### src/hdl/tsfc_pkg.sv
// Package: types, constants and CRC step of the scratchpad frame checker.
`timescale 1ns / 1ps

package tsfc_pkg;

  typedef enum logic [1:0] {
    STATUS_OK       = 2'd0,
    STATUS_CRC_ERR  = 2'd1,
    STATUS_RESERVED = 2'd2,
    STATUS_RANGE    = 2'd3
  } status_e;

  localparam int unsigned CfgIdxWidth = 2;
  localparam logic [CfgIdxWidth-1:0] CFG_MIN_RAW_TEMP = 2'd0;
  localparam logic [CfgIdxWidth-1:0] CFG_MAX_RAW_TEMP = 2'd1;

  localparam logic [7:0]  CRC_POLY       = 8'h8C;
  localparam logic [3:0]  CRC_BYTE_COUNT = 4'd8;
  localparam logic [3:0]  FRAME_DONE     = 4'd9;
  localparam logic [15:0] RAW_RESERVED_A = 16'h0000;
  localparam logic [15:0] RAW_RESERVED_B = 16'h0550;
  localparam logic [15:0] RAW_RESERVED_C = 16'hFFFF;

  localparam logic signed [15:0] MIN_RAW_RESET = 16'sd80;
  localparam logic signed [15:0] MAX_RAW_RESET = 16'sd800;

  // Reflected CRC-8 over one byte, LSB first.
  function automatic logic [7:0] crc8_update(input logic [7:0] crc_in,
                                             input logic [7:0] data_in);
    logic [7:0] crc;
    logic [7:0] data;
    logic       fb;
    crc  = crc_in;
    data = data_in;
    for (int b = 0; b < 8; b++) begin
      fb   = crc[0] ^ data[0];
      crc  = {1'b0, crc[7:1]};
      if (fb) begin
        crc = crc ^ CRC_POLY;
      end
      data = {1'b0, data[7:1]};
    end
    return crc;
  endfunction

endpackage

### src/hdl/temp_sensor_frame_checker_top.sv
// Top level: scratchpad frame checker with CRC-8, reserved and range tests.
// The result is registered: it is valid in the cycle after the ninth byte is accepted.
// Throughput: one byte per cycle; the CRC step for a byte is combinational
// logic. Input ready drops only while a finished result waits downstream.
// Reset (async, active low): frame count, CRC and result valid clear; limits
// return to 80 and 800 sixteenths of a degree.
`timescale 1ns / 1ps

module temp_sensor_frame_checker_top (
  input  logic                               clk_i,
  input  logic                               rst_ni,
  // configuration write port
  input  logic                               cfg_we_i,
  input  logic [tsfc_pkg::CfgIdxWidth-1:0]   cfg_idx_i,
  input  logic [15:0]                        cfg_wdata_i,
  // byte input channel
  input  logic                               in_valid_i,
  output logic                               in_ready_o,
  input  logic [7:0]                         frame_byte_i,
  input  logic                               frame_start_i,
  // result channel
  output logic                               out_valid_o,
  input  logic                               out_ready_i,
  output tsfc_pkg::status_e                  status_o,
  output logic signed [15:0]                 temperature_o
);

  import tsfc_pkg::*;

  // Configured limits, signed sixteenths of a degree.
  logic signed [15:0] min_raw_q, max_raw_q;

  // Frame state.
  logic [3:0] byte_idx_q, byte_idx_d;
  logic [7:0] crc_q, crc_d;
  logic [7:0] temp_lo_q, temp_lo_d;
  logic [7:0] temp_hi_q, temp_hi_d;

  // Result register.
  logic               out_valid_q, out_valid_d;
  status_e            status_q, status_d;
  logic signed [15:0] temp_q, temp_d;

  logic       in_xact;
  logic [3:0] idx_eff;
  logic [7:0] crc_eff;
  logic       result_now;
  logic [15:0] raw_bits;
  logic signed [15:0] raw_s;

  // The result slot frees when the waiting result is taken this cycle.
  assign in_ready_o = !out_valid_q || out_ready_i;
  assign in_xact    = in_valid_i && in_ready_o;

  // A start flag restarts the count and CRC before the byte is used.
  assign idx_eff = frame_start_i ? 4'd0 : byte_idx_q;
  assign crc_eff = frame_start_i ? 8'd0 : crc_q;

  assign raw_bits   = {temp_hi_q, temp_lo_q};
  assign raw_s      = $signed(raw_bits);
  assign result_now = in_xact && (idx_eff == CRC_BYTE_COUNT);

  // Frame tracking.
  always_comb begin
    byte_idx_d = byte_idx_q;
    crc_d      = crc_q;
    temp_lo_d  = temp_lo_q;
    temp_hi_d  = temp_hi_q;
    if (in_xact) begin
      byte_idx_d = idx_eff;
      crc_d      = crc_eff;
      if (idx_eff < CRC_BYTE_COUNT) begin
        crc_d      = crc8_update(crc_eff, frame_byte_i);
        byte_idx_d = idx_eff + 4'd1;
        if (idx_eff == 4'd0) begin
          temp_lo_d = frame_byte_i;
        end else if (idx_eff == 4'd1) begin
          temp_hi_d = frame_byte_i;
        end
      end else if (idx_eff == CRC_BYTE_COUNT) begin
        byte_idx_d = FRAME_DONE;
      end
      // past the CRC byte: ignored until the next start
    end
  end

  // Result evaluation: CRC first, then reserved patterns, then range.
  always_comb begin
    out_valid_d = out_valid_q && !out_ready_i;
    status_d    = status_q;
    temp_d      = temp_q;
    if (result_now) begin
      out_valid_d = 1'b1;
      temp_d      = 16'sd0;
      if (crc_eff != frame_byte_i) begin
        status_d = STATUS_CRC_ERR;
      end else if (raw_bits == RAW_RESERVED_A || raw_bits == RAW_RESERVED_B ||
                   raw_bits == RAW_RESERVED_C) begin
        status_d = STATUS_RESERVED;
      end else if (raw_s < min_raw_q || raw_s > max_raw_q) begin
        status_d = STATUS_RANGE;
      end else begin
        status_d = STATUS_OK;
        temp_d   = raw_s;
      end
    end
  end

  always_ff @(posedge clk_i or negedge rst_ni) begin
    if (!rst_ni) begin
      min_raw_q   <= MIN_RAW_RESET;
      max_raw_q   <= MAX_RAW_RESET;
      byte_idx_q  <= 4'd0;
      crc_q       <= 8'd0;
      temp_lo_q   <= 8'd0;
      temp_hi_q   <= 8'd0;
      out_valid_q <= 1'b0;
    end else begin
      if (cfg_we_i) begin
        case (cfg_idx_i)
          CFG_MIN_RAW_TEMP: min_raw_q <= $signed(cfg_wdata_i);
          CFG_MAX_RAW_TEMP: max_raw_q <= $signed(cfg_wdata_i);
          default: ;
        endcase
      end
      byte_idx_q  <= byte_idx_d;
      crc_q       <= crc_d;
      temp_lo_q   <= temp_lo_d;
      temp_hi_q   <= temp_hi_d;
      out_valid_q <= out_valid_d;
    end
  end

  // Result payload, no reset needed.
  always_ff @(posedge clk_i) begin
    status_q <= status_d;
    temp_q   <= temp_d;
  end

  assign out_valid_o   = out_valid_q;
  assign status_o      = status_q;
  assign temperature_o = temp_q;

endmodule

### config.mk
export PLATFORM = sky130hd
export DESIGN_NAME = temp_sensor_frame_checker_top
export DESIGN_NICKNAME = d
export VERILOG_FILES = /design/src/hdl/tsfc_pkg.sv /design/src/hdl/temp_sensor_frame_checker_top.sv
export SDC_FILE = /design/constraint.sdc
export NUM_CORES = 1
export LEC_CHECK = 0
export ABC_AREA = 1
export BUFFER_PORTS_ARGS = -buffer_cell sky130_fd_sc_hd__buf_2
export CELL_PAD_IN_SITES_DETAIL_PLACEMENT = 0
export CELL_PAD_IN_SITES_GLOBAL_PLACEMENT = 1
export CORE_MARGIN = 5
export CORE_UTILIZATION = 44
export CTS_CLUSTER_SIZE = 10
export DETAILED_ROUTE_END_ITERATION = 6
export PLACE_DENSITY_LB_ADDON = 0.15
export SLEW_MARGIN = 20
export SYNTH_ARGS = -nofsm -noshare
export SYNTH_HDL_FRONTEND = slang
export SYNTH_SLANG_ARGS = --single-unit
### constraint.sdc
create_clock -name clk_i -period 2.9 [get_ports clk_i]
set_input_delay 0.435 -clock clk_i [delete_from_list [all_inputs] [get_ports clk_i]]
set_output_delay 0.435 -clock clk_i [all_outputs]
set_load 0.03 [all_outputs]
==> results.md, run 1 <==
* Root buf cell: clkbuf_8
* Worst R2R Setup Slack at 0.51 ns
* RR Startpoint: temp_hi_q[5]
* Net Count, Synth at 575
* First-pass GRT wire length at 15910 um
* Area of the core at 9774 um2
* Slew headroom at 39.92%
* Worst IR Drop VDD at 0.3350 mV
* Drt pass-1 iters at 5
* Port Buffer Count at 51
* Fin crit share at 82.48%
* Max-slew violations at 0
* Worst reg2reg endpoint: temperature_o[3]
* I/O Pins at 52
* DP HPWL at 7158 um
* Lkg Pwr at 0.002552 uW
* Hold-fix buffers, CTS at 0
* Post-CTS Setup Inserts at 0
* Pwr/cell area at 816.3 nW/um2
* Most frequent cells in the layout: nand2_1, inv_1, dfrtp_1
* Initial antenna violation count at 0
* Synth cell types at 31
* Detail Route Antenna Nets at 0
* Crit path required time at 3.09 ns
* Status: complete, no violations
* Largest net degree at the start of global routing at 33
* Setup TNS at 0 ns
* H-tree Lvls at 3
* Initial DRC Count at 163
* CTS tree: yes
* Max Clk Rate at 0.4181 GHz
* Die W at 109.9 um
* Final Setup Violations at 0
* Final Skew at 0.01241 ns
* Cell area after synthesis at 4394 um2
* Overall Power at 4108 uW
* Routed vias at 3346
* Clock-pin slew on the worst setup and hold paths at 0.09 ns
* Crit path kind: flip-flop to flip-flop
* Layout area overhead at 14.52%
* RSZ-0062 raised after global routing: false
* Wire per inst at 13.22 um
* Slew @ Worst Pin at 0.8990 ns
* Fill count at 978
* Seq/Total Area, Yosys at 47.18%
* DIE HEIGHT at 109.9 um
* CTS sink cnt at 79
* Core Util, Final at 51.48%
* Critical Path AT at 2.58 ns
* Startpoint Class: flip-flop
* Syn avg cell area at 8.633 um2
* Cells after Synth at 509
* Final Hold Vio Count at 0
* NumNets Final at 630
* Clock latency on the worst-skew pair at 0.35 ns
* ANT cells at 0
* CP max FO at 16
* Most used DFF post-synth: dfrtp_1
* Commonest non-fill, non-tap cell in the layout: nand2_1
* Resize count post-CTS at 0
* CTS Buf Count at 9
* Synthesized flop and latch total at 79
* R2R depth at 10
* Vias in the first global route at 3347
* Share of cells above drive strength 1 at 17.05%
* Synth Warn # at 0
* Total gr overflow at 0
* Crit path launch: temp_hi_q[5]
* Final min period at 2.392 ns
* Total wire length at 9283 um
* Global Route Usage Sum at 17.07%
* Asr flop ratio synth at 77.22%
* # DRC at 0
* Clock buffer depth at 2
* Rows at 36
* CP Capture Type: flip-flop
* Worst hold path type: primary input to async pin
* Die area at 12090 um2
* Initial core utilization at 44.96%
* MaxCap Viol Count at 0
* Number of flops mapped to enable cells by yosys at 18
* Final GP Congestion at 0.8312
* Vias per std cell at 4.766
* Worst setup path end: temperature_o[3]
cell usage after synthesis, drive strengths merged, types with 2 or more instances:
master	instances	area share (%)
a21oi	14	1.6
a31oi	2	0.28
clkbuf	9	0.77
dfrtp	56	32
dfstp	5	3.0
edfxtp	18	12
ha	34	9.7
inv	99	8.5
nand2	123	11
nand3	13	1.6
nand4	8	1.5
nor2	37	5.1
nor3	3	0.34
nor4	5	0.71
o21a	2	0.34
o21ai	57	6.5
o21bai	2	0.34
xnor2	5	1.0
xor2	13	3.3
per-layer routing:
layer  track usage, %  vias up  wire (um)
met5                0        -          0
met4            5.343        0         74
met3            2.877        6        323
met2            28.34       49       4538
met1            22.74     1574       4347
li1                 -     1717          -
how the worst min path moves through the flow:
stage	from	endpoint	slack [ns]	depth (start not counted)
after floorplan	rst_ni	byte_idx_q[0]	0.14	0
after global placement	crc_q[5]	crc_q[5]	0.47	2
after global routing	rst_ni	max_raw_q[4]	0.18	1
final	rst_ni	max_raw_q[4]	0.14	1
after detailed placement	crc_q[5]	crc_q[5]	0.48	2
after CTS	rst_ni	max_raw_q[4]	0.15	1
stage by stage:
| step | hold slack [ns] | setup slack [ns] | cell area (um2) | cells |
|---|---|---|---|---|
| floorplan | 0.1394 | 0.6897 | 4394 | 509 |
| global placement | 0.4683 | 0.5970 | 4806 | 686 |
| detailed placement | 0.4758 | 0.5117 | 4806 | 686 |
| CTS | 0.1529 | 0.4784 | 5032 | 702 |
| global route | 0.1793 | 0.2293 | 5032 | 702 |
| finish | 0.1435 | 0.5080 | 5032 | 702 |
power by group:
group | leakage [uW] | switching [uW] | internal [uW]
logic | 0.00153 | 922 | 589
registers | 0.000909 | 263 | 1390
clock network | 0.000116 | 442 | 497
total | 0.00255 | 1630 | 2480
critical path: stages, from the launching register on:
cell	delay, ns
dfrtp_1	0.49
ha_1	0.33
nand2_1	0.08
inv_1	0.04
o21bai_1	0.14
nand2_1	0.06
a21oi_1	0.15
nand3_1	0.10
nand3_1	0.18
nand4_4	0.42
nor2_1	0.23
cells by family (layout without fill, tap and decap cells):
kind of cell,count (synthesis),count (layout),synth area share [%]
AOI/OAI and AO/OA,78,78,9.225
xor gates and xnor gates,18,18,4.271
adders and majority gates,34,34,9.681
buffers and inverters,109,169,9.482
DFF,79,79,47.18
and+or+nand+nor,191,191,20.16
sequential cells by signal (all words and copies together) (netlist names), 2 cells and up:
register,cells
min_raw_q,16
temperature_o,16
temp_lo_q,8
status_o,2
max_raw_q,16
temp_hi_q,8
crc_q,8
byte_idx_q,4
cell type report:
cell class | instances | area [um2] | share of cell area, %
clock buffers | 9 | 123.9 | 2.461
clock inverters | 7 | 102.6 | 2.039
inverters | 99 | 371.6 | 7.384
multi-input cells | 321 | 1904 | 37.84
flip-flops and latches | 79 | 2073 | 41.20
well taps | 133 | 166.4 | 3.307
repair buffers | 54 | 290.3 | 5.768
(Power assumes the default switching activity.)
==> run 2, diff against run 1 <==
CORE_UTILIZATION = 40   (was 44)
clock period = 2.1 ns   (was 2.9 ns; I/O delays follow)
==> run 2 against run 1 <==
Design area is 7.4% higher. Die area is 9.1% higher. Clock skew is 0.0046 ns lower. Wire length is 6.2% higher. Count of clock-buffer cells in the layout stayed put. Via count is 3.3% higher. Total power is 45% higher. Final cell count is 5.0% higher. Setup slack worse by 0.43 ns.
==> results.md, run 2 (synthesized netlist as in run 1, its figures left out) <==
* Setup TNS at 0 ns
* CP Capture Type: flip-flop
* Final Setup Violations at 0
* Most frequent cells in the layout: nand2_1, inv_1, o21ai_0
* Initial core utilization at 40.71%
* Slew @ Worst Pin at 0.3894 ns
* Clk pwr share at 17.9%
* Root buf cell: clkbuf_8
* Final GP Congestion at 0.8130
* Total gr overflow at 0
* ANT cells at 0
* First-pass GRT wire length at 16560 um
* Layout area overhead at 22.98%
* Largest net degree at the start of global routing at 62
* Final Skew at 0.007793 ns
* Worst hold path type: primary input to flip-flop
* Internal power at 3528 uW
* Worst R2R Setup Slack at 0.08 ns
* Max Clk Rate at 0.4953 GHz
* Startpoint Class: flip-flop
* Area of the core at 10790 um2
* Initial antenna violation count at 0
* Routed vias at 3458
* H-tree Lvls at 3
* DIE HEIGHT at 114.8 um
* Critical Path AT at 2.15 ns
* Die area at 13180 um2
* Total wire length at 9860 um
* RSZ-0062 raised after global routing: true
* Port Buffer Count at 51
* Rows at 38
* Drt pass-1 iters at 4
* Pwr/cell area at 1105 nW/um2
* Critical Path, Cell by Cell: inv_2 > ha_4 > nand4_1 > nor3_2 > nand2_1 > nand3_1 > nand3_2 > nand4_4 > buf_16 > nor2_4
* Critical path buffer and inverter count at 2
* CTS tree: yes
* Critical path's top delay family: simple AND/OR/NAND/NOR gates
* Die W at 114.8 um
* Commonest non-fill, non-tap cell in the layout: nand2_1
* DP HPWL at 7452 um
* CP max FO at 8
* Power share of the sequential group at 37.7%
* Final min period at 2.019 ns
* Worst IR Drop VDD at 0.4191 mV
* Vias in the first global route at 3532
* Wire per inst at 13.38 um
* Clock-pin slew on the worst setup and hold paths at 0.09 ns
* Fin crit share at 96.14%
* Initial DRC Count at 127
* Gate power share at 44.5%
* Crit path kind: flip-flop to flip-flop
* Slew headroom at 73.95%
* Clock buffer depth at 2
* CTS Buf Count at 9
* Status: complete, no violations
* Vias per std cell at 4.692
* Global Route Usage Sum at 16.05%
* MaxCap Viol Count at 0
* Final Hold Vio Count at 0
* Crit path required time at 2.23 ns
* Max-slew violations at 0
* Slowest cell on crit path: dfstp_2
* Core Util, Final at 50.07%
* CTS sink cnt at 79
* Lkg Pwr at 0.002671 uW
* Detail Route Antenna Nets at 0
* Sw Pwr at 2444 uW
* Switching part of the total power at 40.92%
* Clock latency on the worst-skew pair at 0.37 ns
* CP peak stage delay at 0.54 ns
* Share of cells above drive strength 1 at 26.47%
* NumNets Final at 658
* # DRC at 0
* I/O Pins at 52
-- run 2: cell count changes in the layout (fill, tap and decap cells not counted), sizes merged --
cell	delta
dlygate4sd3	+1
inv	-1
bufinv	-2
clkinvlp	+3
buf	+27
-- run 2: repair_timing --
action	in CTS	in global routing
endpoints found under the setup margin	16	17
setup buffers	0	5
endpoints found under the hold margin	56	0
cloned	1	0
hold buffers	1	0
resized for setup	5	30
pin swaps	1	12
-- run 2: cell type report --
| class | count | area, um2 |
|---|---|---|
| clock buffer | 9 | 123.9 |
| clock inverter | 7 | 57.56 |
| fill | 1053 | 5389 |
| inverter | 99 | 371.6 |
| multi-input combinational | 321 | 2063 |
| sequential | 79 | 2077 |
| tap | 140 | 175.2 |
| timing repair buffer | 82 | 535.5 |
-- run 2: worst reg2reg max path, stage by stage (launching register included) --
cell and delay, ns:
dfstp_2 0.54, inv_2 0.04, ha_4 0.25, nand4_1 0.11
nor3_2 0.16, nand2_1 0.10, nand3_1 0.09, nand3_2 0.12
nand4_4 0.17, buf_16 0.17, nor2_4 0.03
-- run 2: final timing paths --
check                                from               end  cells past startpoint
setup / recovery             max_raw_q[9]  temperature_o[9]                     10
hold / removal             cfg_wdata_i[6]      min_raw_q[6]                      3
setup reg to reg             max_raw_q[9]  temperature_o[9]                     10
hold reg to reg                  crc_q[7]          crc_q[7]                      2
max in group asynchronous          rst_ni      min_raw_q[4]                      3
min in group asynchronous          rst_ni     max_raw_q[10]                      3
-- run 2: power groups by stage --
stage | sequential (uW) | clock [uW] | combinational, uW
floorplan | 2210 | 0 | 1630
detailed placement | 2260 | 0 | 2370
global route | 2290 | 1170 | 3100
finish | 2250 | 1070 | 2660
global placement | 2250 | 0 | 2330
CTS | 2230 | 1100 | 2430
-- run 2: layer usage --
| metal | track usage (%) | up-vias | share of wire [%] |
|---|---|---|---|
| met5 | 0 | - | 0 |
| met4 | 4.617 | 0 | 1.3 |
| met3 | 4.053 | 10 | 3.6 |
| met2 | 28.37 | 40 | 50 |
| met1 | 19.39 | 1638 | 45 |
| li1 | - | 1770 | - |
-- run 2: stage by stage --
step | instances | area (um2) | total power, uW | hold slack, ns | setup slack, ns
6_report | 737 | 5404 | 5972 | 0.1822 | 0.08110
5_1_grt | 737 | 5404 | 6569 | 0.1967 | -0.06489
4_1_cts | 732 | 5225 | 5749 | 0.1737 | 0.009367
3_5_place_dp | 714 | 4987 | 4631 | 0.3576 | -0.05638
3_3_place_gp | 714 | 4987 | 4574 | 0.3550 | -0.03876
2_1_floorplan | 509 | 4397 | 3843 | 0.01941 | 0.01992
